<file path="src/design/comment_stripper_assert.svh">
`ifndef COMMENT_STRIPPER_ASSERT_SVH
`define COMMENT_STRIPPER_ASSERT_SVH

// Same-cycle implication, checked on aclk outside reset.
`define CS_ASSERT_NOW(lbl, ante, cons, msg) \
    lbl: assert property (@(posedge aclk) disable iff (!aresetn) (ante) |-> (cons)) \
        else $error(msg);

// Next-cycle implication, checked on aclk outside reset.
`define CS_ASSERT_NEXT(lbl, ante, cons, msg) \
    lbl: assert property (@(posedge aclk) disable iff (!aresetn) (ante) |=> (cons)) \
        else $error(msg);

`endif

</file>
<file path="src/design/cs_pkg.sv">
package cs_pkg;

    // Scanner modes
    typedef enum logic [2:0] {
        MODE_NORMAL    = 3'd0,
        MODE_HELD      = 3'd1,
        MODE_BLOCK     = 3'd2,
        MODE_BLOCK_STAR = 3'd3,
        MODE_LINE      = 3'd4,
        MODE_ATTR      = 3'd5,
        MODE_ATTR_STAR = 3'd6
    } mode_t;

    // Characters of interest
    localparam logic [7:0] CH_SLASH   = 8'h2F;
    localparam logic [7:0] CH_STAR    = 8'h2A;
    localparam logic [7:0] CH_OPEN    = 8'h28;
    localparam logic [7:0] CH_CLOSE   = 8'h29;
    localparam logic [7:0] CH_NEWLINE = 8'h0A;

    // Held opener codes
    localparam logic HELD_SLASH = 1'b0;
    localparam logic HELD_OPEN  = 1'b1;

    // One classified input item: one or two results for the back end
    typedef struct packed {
        logic [7:0] byte0;
        logic       has0;   // 0 only for a bare end marker
        logic [7:0] byte1;
        logic       two;    // second result present
        logic       last;   // item closes the text
    } entry_t;

    // Queue head as seen by the back end
    typedef struct packed {
        logic   valid;
        entry_t entry;
    } head_t;

endpackage

</file>
<file path="src/design/cs_front.sv">
module cs_front (
    input  logic           aclk,
    input  logic           aresetn,
    input  logic           in_valid,
    input  logic [7:0]     in_byte,
    input  logic           in_last,
    input  logic           q_full,
    output logic           in_ready,
    output logic           push,
    output cs_pkg::entry_t push_entry
);
    import cs_pkg::*;

    mode_t mode_reg, mode_next;
    logic  held_reg, held_next;
    logic  accept;
    logic  plain_hold;
    logic  emit_n0, emit_n1;   // results before the end-marker fill

    assign in_ready = !q_full;
    assign accept   = in_valid && in_ready;

    // Hold a slash or open paren unless this is the final byte
    assign plain_hold = !in_last && (in_byte == CH_SLASH || in_byte == CH_OPEN);

    // Classify the byte and compute the next mode
    always_comb begin
        mode_next = mode_reg;
        held_next = held_reg;
        emit_n0   = 1'b0;
        emit_n1   = 1'b0;
        push_entry = '0;
        case (mode_reg)
            MODE_HELD: begin
                if (held_reg == HELD_SLASH && in_byte == CH_STAR) begin
                    mode_next = MODE_BLOCK;
                end else if (held_reg == HELD_SLASH && in_byte == CH_SLASH) begin
                    mode_next = MODE_LINE;
                end else if (held_reg == HELD_OPEN && in_byte == CH_STAR) begin
                    mode_next = MODE_ATTR;
                end else begin
                    emit_n0 = 1'b1;
                    push_entry.byte0 = (held_reg == HELD_OPEN) ? CH_OPEN : CH_SLASH;
                    if (plain_hold) begin
                        mode_next = MODE_HELD;
                        held_next = (in_byte == CH_OPEN);
                    end else begin
                        emit_n1 = 1'b1;
                        push_entry.byte1 = in_byte;
                        mode_next = MODE_NORMAL;
                    end
                end
            end
            MODE_BLOCK, MODE_ATTR: begin
                if (in_last) begin
                    emit_n0 = 1'b1;
                    push_entry.byte0 = in_byte;
                end else if (in_byte == CH_STAR) begin
                    mode_next = (mode_reg == MODE_BLOCK) ? MODE_BLOCK_STAR : MODE_ATTR_STAR;
                end
            end
            MODE_BLOCK_STAR, MODE_ATTR_STAR: begin
                if (in_byte == ((mode_reg == MODE_BLOCK_STAR) ? CH_SLASH : CH_CLOSE)) begin
                    mode_next = MODE_NORMAL;
                end else if (in_last) begin
                    emit_n0 = 1'b1;
                    push_entry.byte0 = in_byte;
                end else if (in_byte != CH_STAR) begin
                    mode_next = (mode_reg == MODE_BLOCK_STAR) ? MODE_BLOCK : MODE_ATTR;
                end
            end
            MODE_LINE: begin
                if (in_byte == CH_NEWLINE) begin
                    emit_n0 = 1'b1;
                    push_entry.byte0 = in_byte;
                    mode_next = MODE_NORMAL;
                end
            end
            default: begin
                // Normal text, unused code included
                if (plain_hold) begin
                    mode_next = MODE_HELD;
                    held_next = (in_byte == CH_OPEN);
                end else begin
                    emit_n0 = 1'b1;
                    push_entry.byte0 = in_byte;
                    mode_next = MODE_NORMAL;
                end
            end
        endcase

        push_entry.has0 = emit_n0;
        push_entry.two  = emit_n1;
        push_entry.last = in_last;

        // Close the text: restart the scanner, mark an empty item
        if (in_last) begin
            mode_next = MODE_NORMAL;
            held_next = HELD_SLASH;
        end
    end

    assign push = accept && (emit_n0 || in_last);

    // Advance the scanner on each accepted transaction
    always_ff @(posedge aclk) begin
        if (!aresetn) begin
            mode_reg <= MODE_NORMAL;
            held_reg <= HELD_SLASH;
        end else if (accept) begin
            mode_reg <= mode_next;
            held_reg <= held_next;
        end
    end

`include "comment_stripper_assert.svh"

    `CS_ASSERT_NEXT(a_last_restarts, accept && in_last, mode_reg == MODE_NORMAL && held_reg == HELD_SLASH, "scanner not restarted after final byte")
    `CS_ASSERT_NOW(a_second_needs_first, push && push_entry.two, push_entry.has0, "second result without first")

endmodule

</file>
<file path="src/design/cs_queue.sv">
module cs_queue #(
    parameter int DEPTH = 4
) (
    input  logic           aclk,
    input  logic           aresetn,
    input  logic           push,
    input  cs_pkg::entry_t push_entry,
    input  logic           pop,
    output logic           full,
    output cs_pkg::head_t  head
);
    import cs_pkg::*;

    localparam int PTR_W = (DEPTH > 1) ? $clog2(DEPTH) : 1;
    localparam int CNT_W = $clog2(DEPTH + 1);

    entry_t             mem_reg [DEPTH];
    logic [PTR_W-1:0]   wr_ptr_reg, rd_ptr_reg;
    logic [CNT_W-1:0]   count_reg;
    logic               do_push, do_pop;

    assign full       = (count_reg == CNT_W'(DEPTH));
    assign do_push    = push && !full;
    assign do_pop     = pop && (count_reg != '0);
    assign head.valid = (count_reg != '0);
    assign head.entry = mem_reg[rd_ptr_reg];

    function automatic logic [PTR_W-1:0] ptr_inc(input logic [PTR_W-1:0] p);
        return (p == PTR_W'(DEPTH - 1)) ? '0 : p + 1'b1;
    endfunction

    // Store an entry at the tail
    always_ff @(posedge aclk) begin
        if (do_push) begin
            mem_reg[wr_ptr_reg] <= push_entry;
        end
    end

    // Advance pointers and occupancy
    always_ff @(posedge aclk) begin
        if (!aresetn) begin
            wr_ptr_reg <= '0;
            rd_ptr_reg <= '0;
            count_reg  <= '0;
        end else begin
            if (do_push) begin
                wr_ptr_reg <= ptr_inc(wr_ptr_reg);
            end
            if (do_pop) begin
                rd_ptr_reg <= ptr_inc(rd_ptr_reg);
            end
            if (do_push && !do_pop) begin
                count_reg <= count_reg + 1'b1;
            end else if (do_pop && !do_push) begin
                count_reg <= count_reg - 1'b1;
            end
        end
    end

`include "comment_stripper_assert.svh"

    `CS_ASSERT_NOW(a_no_overflow, push, !full, "push into full queue")
    `CS_ASSERT_NOW(a_no_underflow, pop, count_reg != '0, "pop from empty queue")

endmodule

</file>
<file path="src/design/cs_back.sv">
module cs_back (
    input  logic          aclk,
    input  logic          aresetn,
    input  cs_pkg::head_t head,
    output logic          pop,
    output logic          out_valid,
    input  logic          out_ready,
    output logic [7:0]    out_byte,
    output logic          out_has,
    output logic          out_end
);
    import cs_pkg::*;

    logic idx_reg, idx_next;   // 1 while the second result of the head is shown
    logic take;

    assign out_valid = head.valid;
    assign take      = out_valid && out_ready;

    // Select the result of the head entry on show
    always_comb begin
        if (idx_reg) begin
            out_byte = head.entry.byte1;
            out_has  = 1'b1;
            out_end  = head.entry.last;
        end else begin
            out_byte = head.entry.byte0;
            out_has  = head.entry.has0;
            out_end  = head.entry.last && !head.entry.two;
        end
    end

    // Step to the second result or retire the entry
    always_comb begin
        idx_next = idx_reg;
        pop      = 1'b0;
        if (take) begin
            if (!idx_reg && head.entry.two) begin
                idx_next = 1'b1;
            end else begin
                idx_next = 1'b0;
                pop      = 1'b1;
            end
        end
    end

    always_ff @(posedge aclk) begin
        if (!aresetn) begin
            idx_reg <= 1'b0;
        end else begin
            idx_reg <= idx_next;
        end
    end

`include "comment_stripper_assert.svh"

    `CS_ASSERT_NOW(a_second_valid, idx_reg, head.valid && head.entry.two, "second slot shown for single entry")

endmodule

</file>
<file path="src/design/comment_stripper.sv">
// Comment stripper: takes a text one byte per transaction on the slave side (s_tlast on the
// final byte) and passes it on with slash-star, slash-slash and paren-star comments removed; a
// line comment keeps its newline. Input is taken at one byte per cycle while the queue has
// room: a scanner classifies each byte in the cycle it is accepted and writes zero, one or
// two results into a queue of QUEUE_DEPTH entries. The output side drains one result per
// cycle while m_tready is high; a byte that releases a held slash or paren yields two results
// in one queue entry, shown one after the other; s_tready drops only while the queue is full.
// m_tuser[0] is 0 on a bare end marker, which carries no byte; m_tlast marks the final result
// of a text. The scanner restarts in plain text after every final byte.
module comment_stripper #(
    parameter int QUEUE_DEPTH = 4
) (
    input  logic       aclk,
    input  logic       aresetn,
    input  logic       s_tvalid,
    output logic       s_tready,
    input  logic [7:0] s_tdata,   // [7:0] in_byte
    input  logic       s_tlast,   // is_last
    output logic       m_tvalid,
    input  logic       m_tready,
    output logic [7:0] m_tdata,   // [7:0] out_byte
    output logic [0:0] m_tuser,   // [0] has_byte
    output logic       m_tlast    // end_of_text
);
    import cs_pkg::*;

    logic   push, pop, q_full;
    entry_t push_entry;
    head_t  head;
    logic   out_has;

    // Classify input bytes
    cs_front u_front (
        .aclk       (aclk),
        .aresetn    (aresetn),
        .in_valid   (s_tvalid),
        .in_byte    (s_tdata),
        .in_last    (s_tlast),
        .q_full     (q_full),
        .in_ready   (s_tready),
        .push       (push),
        .push_entry (push_entry)
    );

    // Decouple scanner and output
    cs_queue #(
        .DEPTH (QUEUE_DEPTH)
    ) u_queue (
        .aclk       (aclk),
        .aresetn    (aresetn),
        .push       (push),
        .push_entry (push_entry),
        .pop        (pop),
        .full       (q_full),
        .head       (head)
    );

    // Emit results
    cs_back u_back (
        .aclk      (aclk),
        .aresetn   (aresetn),
        .head      (head),
        .pop       (pop),
        .out_valid (m_tvalid),
        .out_ready (m_tready),
        .out_byte  (m_tdata),
        .out_has   (out_has),
        .out_end   (m_tlast)
    );

    assign m_tuser = out_has;

endmodule

</file>
<file path="config.mk">
export PLATFORM = sky130hd
export DESIGN_NAME = comment_stripper
export DESIGN_NICKNAME = d
export VERILOG_FILES = /design/src/design/cs_pkg.sv /design/src/design/cs_front.sv /design/src/design/cs_queue.sv /design/src/design/cs_back.sv /design/src/design/comment_stripper.sv
export VERILOG_INCLUDE_DIRS = /design/src /design/src/design
export SDC_FILE = /design/constraint.sdc
export NUM_CORES = 1
export LEC_CHECK = 0
export BUFFER_PORTS_ARGS = -buffer_cell sky130_fd_sc_hd__buf_2
export CORE_MARGIN = 5
export CORE_UTILIZATION = 55
export CTS_CLUSTER_SIZE = 14
export DETAILED_ROUTE_END_ITERATION = 16
export PLACE_DENSITY = 0.73
export SLEW_MARGIN = 5
export SYNTH_ARGS = -nofsm -noshare
export SYNTH_HDL_FRONTEND = slang
export SYNTH_SLANG_ARGS = --single-unit
</file>
<file path="constraint.sdc">
create_clock -name aclk -period 7.2 [get_ports aclk]
set_input_delay 0.36 -clock aclk [delete_from_list [all_inputs] [get_ports aclk]]
set_output_delay 0.36 -clock aclk [all_outputs]
set_load 0.005 [all_outputs]
</file>
==> results of run 1 <==
-- worst register-to-register path, stage by stage, from the launching register on --
cell,delay (ns)
dfxtp_1,0.96
mux4_2,0.37
nor2b_1,0.19
nor2_1,0.12
inv_1,0.08
ha_1,0.17
inv_1,0.07
fa_1,0.44
xor2_1,0.16
or3_1,0.30
a21oi_1,0.14
-- cell type report --
type	instances	share of cell area, %
clock buffers	12	3.69
repair buffers	25	2.83
inverters	8	0.666
flip-flops and latches	90	56.9
well taps	99	2.75
clock inverters	4	0.666
multi-input cells	169	32.5
-- synth_stat cells, drive strengths merged (2+ instances only) --
master / count / area (um^2)
buf: 4 / 26.3
and3: 5 / 31.3
nor2: 17 / 63.8
o221ai: 2 / 17.5
mux2: 9 / 101
or3: 3 / 18.8
nand3: 2 / 10.0
and2: 15 / 93.8
nand4: 4 / 25.0
ha: 6 / 75.1
mux2i: 5 / 50.1
clkbuf: 11 / 41.3
nor3: 3 / 15.0
a21oi: 2 / 10.0
or2: 4 / 25.0
o21ai: 7 / 35.0
nand2: 17 / 63.8
a211oi: 3 / 27.5
a21o: 5 / 37.5
nor2b: 6 / 37.5
o21a: 2 / 15.0
o21bai: 3 / 22.5
mux4: 19 / 428
o31a: 3 / 26.3
nand3b: 3 / 22.5
xor2: 2 / 17.5
inv: 7 / 26.3
dfxtp: 14 / 280
o2bb2ai: 2 / 17.5
edfxtp: 76 / 2280
-- per-stage QoR --
step	instance area (um^2)	hold WS, ns
after floorplan	4130	0.459
after global placement	4310	0.480
after detailed placement	4310	0.493
after CTS	4510	0.307
after global routing	4510	0.312
final	4510	0.309
-- kinds of logic (layout without fill, tap and decap cells) --
family / count (synthesis) / count (layout)
XOR/XNOR: 2 / 2
buffers and inverters: 23 / 49
AO/OA/AOI/OAI: 41 / 41
multiplexers: 33 / 33
adder cells (fa/ha/maj): 7 / 7
AND/OR/NAND/NOR: 86 / 86
flip-flops: 90 / 90
-- power groups by stage --
stage / logic [mW] / registers (mW) / clock network (mW)
2_1_floorplan: 0.205 / 0.650 / 0
3_3_place_gp: 0.263 / 0.664 / 0
3_5_place_dp: 0.272 / 0.667 / 0
4_1_cts: 0.273 / 0.656 / 0.337
5_1_grt: 0.295 / 0.660 / 0.362
6_report: 0.265 / 0.654 / 0.335
-- worst max-delay path by stage --
| stage | from | to | slack (ns) |
|---|---|---|---|
| 2_1_floorplan | s_tdata[1] | u_queue.count_reg[2] | 4.46 |
| 3_3_place_gp | s_tdata[2] | u_queue.count_reg[2] | 4.18 |
| 3_5_place_dp | s_tdata[4] | u_queue.count_reg[2] | 4.10 |
| 4_1_cts | register | u_queue.count_reg[2] | 4.07 |
| 5_1_grt | register | u_queue.count_reg[2] | 3.85 |
| 6_report | register | u_queue.count_reg[2] | 4.12 |
-- routing by layer --
metal  routed length (um)  part of all wire [%]
met5                    0                     0
met4                   99                   1.3
met3                  340                   4.3
met2                 4010                    51
met1                 3450                    44
==> results.cfg, run 1 <==
[routing]
wl_per_cell_um = 19.4
viasPerCell = 5.99
dr_total_vias = 2438
drt_pre_antenna_iters = 4
drtIter0Drc = 117
drc = 0
drt-total-wl_mm = 7.90
antenna_left = 0

[worst_setup_path]
critPathKind = reg -> reg
cp_num_buf_inv = 2
cp_cell_sequence = mux4_2, nor2b_1, nor2_1, inv_1, ha_1, inv_1, fa_1, xor2_1, or3_1, a21oi_1
rrSetupSlack_ns = 4.12
critical-path-top-delay-family = flip-flops
worstPathArrival_ns = 3.36
cp.required_ns = 7.48
reg2regPathDepth = 10
worst_setup_path_end_kind = register
crit_slowest_cell = dfxtp_1
path_depth = 10
cpMostUsedCell = inv_1
max_stage_delay_ns = 0.96
timing.rr.end = u_queue.count_reg[2]
cp_max_fo = 19
start_kind = register

[floorplanning]
dieArea_mm2 = 0.00933
rows = 31
fp.coreArea_mm2 = 0.00729
die_width_um = 96.6
die_y_um = 96.6
pin_count = 25
start_util_pct = 56.6

[logic_synthesis]
seq_area_frac_synth_pct = 62.1
synth.net_count = 302
synth_compound_area_share_pct = 7.46
synth.area.mux_share_pct = 14.0
syn-cell-area_mm2 = 0.00413
synth_ff_type = edfxtp_1
synth_cell_type_count = 54
synth_edf_count = 76
synth-seq-cells = 90
async_reset_ff_share_pct = 0
synth_top_family_by_area = multiplexers
synth-xor-area-share_pct = 0.425
yosys_warnings = 0
syn_area_per_cell_um2 = 14.6
synthSimpleGateAreaFrac_pct = 11.3
synth_fa_ha_area_share_pct = 2.31
synth_cells = 282

[sta]
tns_ns = 0
setup_violations = 0
worstMarginPinSlew_ns = 0.996
finClkSkew_ns = 0.0121
grt_setup_unrepaired = no
finalCriticalPeriod_ns = 3.08
slew_violations = 0
max_slew_margin_pct = 33.6
worst_slack_ns = 4.12
fmax_mhz = 324
finalCritPeriodShare_pct = 42.8
hold_viol_final = 0

[cts]
tritoncts = built
root_buffer = clkbuf_8
postCtsHoldBufs = 0
clk_latency_ns = 0.36
cts-resized-gates = 0
post_cts_buffers = 0
htreeDepth = 3
clockBufferDepth = 2
cts_sinks = 90
clkTransAtPathRegs_ns = 0.09
cts_buffers = 9

[flow_run]
maxCapViolations = 0

[layout]
layout_common_cells = 76 x edfxtp_1, 24 x buf_2, 19 x mux4_2
area_growth_pct = 9.22
multi_input_area_mm2 = 0.00147
num-fill-cells = 589
fin_nets = 323
final_common_cell = edfxtp_1
fin_util_pct = 61.8
num_antenna_cells = 0
register_area_mm2 = 0.00256
largest_reg_flops = 76
finalNonFillerCells = 407
drive_gt1_share_pct = 24.0

[global_routing]
antenna_found_initial = 0
grt_max_degree = 20
grtUsageTotal_pct = 17.5
use_met2_pct = 29.3
grt_pass1_wl_mm = 12.8
use_met3_pct = 3.45
use_met1_pct = 22.4
grt_remaining_overflow = 0
grt_pass1_vias = 2483
top_usage_layer = met2

[placement]
gp_congestion = 0.929
numPortBuffers = 24
hpwl_mm = 5.34
placedCellCount = 391
pre_cts_slack_ns = 4.10

[worst_hold_path]
holdPathStages = 3
min_from = aresetn
holdPathEnd = u_queue.wr_ptr_reg[1]
hp-class = in -> reg

[power_and_ir_drop]
p_sw_share_pct = 26.6
leakagePower_nw = 1.53
ir_drop_mv = 0.122
clock_power_share_pct = 26.7
p_int_uw = 921
p_per_area_mw_per_mm2 = 278
seqPwrFrac_pct = 52.2
combPwrFrac_pct = 21.1
p_switching_uw = 334
power.total_mw = 1.25

[run_status]
outcome = finished, final reports clean
Note: power is estimated with default switching activity, not from simulation.
==> inputs of run 2 (changes only) <==
- ABC_AREA: not set -> 1
- clock period: 7.2 -> 3 ns (I/O delays scaled with it)
==> run 2 against run 1 <==
Compared with the run above: die area rose by 0.32%; clock power rose by 140%; sequential cell count did not move; global-route usage rose by 1.4 points; final cell count rose by 39%; synthesized cell count rose by 52%; utilization rose by 1.2 points; hold slack got worse by 0.21 ns.
==> results.cfg, run 2 <==
[run_status]
outcome = finished, final reports clean

[floorplanning]
dieArea_mm2 = 0.00936
pin_count = 25
die_y_um = 96.8
die_width_um = 96.8
rows = 31
start_util_pct = 56.8
fp.coreArea_mm2 = 0.00729

[layout]
area_growth_pct = 10.9
largest_reg_flops = 76
final_common_cell = nor2_1
layout_common_cells = 102 x nor2_1, 76 x edfxtp_1, 52 x nand2_1
fin_nets = 480
drive_gt1_share_pct = 13.3
final_area_mm2 = 0.00459
fin_util_pct = 63.0
finalNonFillerCells = 564
num_antenna_cells = 0

[sta]
finalCriticalPeriod_ns = 2.63
fmax_mhz = 380
finalCritPeriodShare_pct = 87.7
grt_setup_unrepaired = no
slew_violations = 0
max_slew_margin_pct = 63.6
hold_ws_ns = 0.100
finClkSkew_ns = 0.00749
worst_slack_ns = 0.368
hold_viol_final = 0
worstMarginPinSlew_ns = 0.540
tns_ns = 0
setup_violations = 0

[logic_synthesis]
synth_cells = 429
post-synth-top-count-cell = nor2_1
async_reset_ff_share_pct = 0
synth_area_leaders = edfxtp_1 55%, nor2_1 9.2%, dfxtp_1 6.8%, o21ai_0 6.2%, nand2_1 4.7%
syn-cell-area_mm2 = 0.00414
synth_cell_type_count = 28
yosysTopAreaCell = edfxtp_1
synth_top_area_share_pct = 55.1
synth.net_count = 449
syn_area_per_cell_um2 = 9.65
synth_edf_count = 76
seq_area_frac_synth_pct = 61.9
yosys_warnings = 0
synth-seq-cells = 90
synth_common_cells = 102 x nor2_1, 76 x edfxtp_1, 52 x nand2_1, 51 x o21ai_0, 39 x inv_1
synth_ff_type = edfxtp_1

[global_routing]
top_usage_layer = met2
use_met1_pct = 24.6
antenna_found_initial = 0
grt_pass1_vias = 2872
use_met3_pct = 3.60
grt_max_degree = 39
grtUsageTotal_pct = 18.9
grt_pass1_wl_mm = 14.1
grt_remaining_overflow = 0
use_met2_pct = 30.7

[power_and_ir_drop]
power.total_mw = 3.80
leakagePower_nw = 1.83
ir_drop_mv = 0.419
p_per_area_mw_per_mm2 = 827

[routing]
drc = 0
drtIter0Drc = 223
dr_total_vias = 3077
wl_per_cell_um = 15.6
drt-total-wl_mm = 8.81
viasPerCell = 5.46
antenna_left = 0
drt_pre_antenna_iters = 5

[worst_setup_path]
cp.required_ns = 3.26
worst_setup_path_end_kind = register
cp_cell_sequence = inv_2, nand3_2, nand2_1, nor2_1, nand2_1, nand2_1, nand2_1, nand3_2, nand2_2, inv_1, ha_1, inv_1, fa_1, a21oi_1, o21ai_0, o21ai_0, a21oi_1
timing.rr.end = u_queue.count_reg[2]
worstPathArrival_ns = 2.89
max_stage_delay_ns = 0.50
reg2regPathDepth = 17
reg2reg_from = u_front.mode_reg[2]
cp_num_buf_inv = 3
crit_slowest_cell = dfxtp_1
rrSetupSlack_ns = 0.37
critical-path-top-delay-family = simple AND/OR/NAND/NOR gates
cp_max_fo = 6
critPathKind = reg -> reg
start_kind = register
cpMostUsedCell = nand2_1

[flow_run]
maxCapViolations = 0

[cts]
post_cts_buffers = 0
clockBufferDepth = 2
clk_latency_ns = 0.36
cts-resized-gates = 0
cts_sinks = 90
htreeDepth = 3
postCtsHoldBufs = 0
tritoncts = built
clkTransAtPathRegs_ns = 0.10
cts_buffers = 9
root_buffer = clkbuf_8

[placement]
placedCellCount = 548
pre_cts_slack_ns = 0.401
hpwl_mm = 5.88
numPortBuffers = 24
place_area_mm2 = 0.00440
gp_congestion = 0.942

[worst_hold_path]
min_from = aresetn
holdPathEnd = u_front.held_reg
hp-class = in -> reg
holdPathStages = 3
==> run 2: cell types whose count changed in the layout (fill, tap and decap cells not counted), moves of 16 or more <==
cell | before | now
inv_1 | 7 | 39
mux4_2 | 19 | 0
nand2_1 | 17 | 52
nand3_1 | 2 | 18
nor2_1 | 17 | 102
o21ai_0 | 6 | 51
==> run 2: power breakdown <==
group / switching (mW) / total [mW] / internal, mW / leakage [nW]
Sequential: 0.0901 / 1.71 / 1.62 / 0.825
Combinational: 0.836 / 1.30 / 0.461 / 0.911
Clock: 0.467 / 0.791 / 0.324 / 0.0986
==> run 2: layout make-up <==
cell class,instances,area (um^2)
Clock inverter,7,66.3
Fill cell,624,2700
Tap cell,99,124
Inverter,43,161
Sequential cell,90,2560
Timing Repair Buffer,35,203
Multi-Input combinational cell,281,1350
Clock buffer,9,124
==> run 2: how the worst max path moves through the flow <==
stage | cells past startpoint | endpoint | startpoint
after floorplan | 10 | u_queue.mem_reg[0][0] | u_front.mode_reg[0]
after global placement | 14 | u_queue.count_reg[1] | u_front.mode_reg[1]
after global routing | 17 | u_queue.count_reg[2] | u_front.mode_reg[0]
after CTS | 17 | u_queue.count_reg[2] | u_front.mode_reg[2]
after detailed placement | 17 | u_queue.count_reg[2] | u_front.mode_reg[2]
final | 17 | u_queue.count_reg[2] | u_front.mode_reg[2]
==> run 2: cells by family after synthesis <==
group / synth area share, %
fa+ha+maj: 2.30
simple gates: 18.2
compound gates: 11.9
xor+xnor: 0.212
flops: 61.9
buf+inv: 5.50
==> run 2: per-layer routing <==
layer  vias to the layer above  share of wire, %
met5                         -                 0
met4                         0               2.5
met3                        21               5.1
met2                        92                49
met1                      1442                43
li1                       1522                 -
==> run 2: worst reg2reg max path, delay by kind of cell (launching register included) <==
family,cells,cell delay (ns)
flip-flops,1,0.50
adder cells (fa/ha/maj),2,0.56
AND/OR/NAND/NOR,8,0.77
AO/OA/AOI/OAI,4,0.45
buffers and inverters,3,0.24
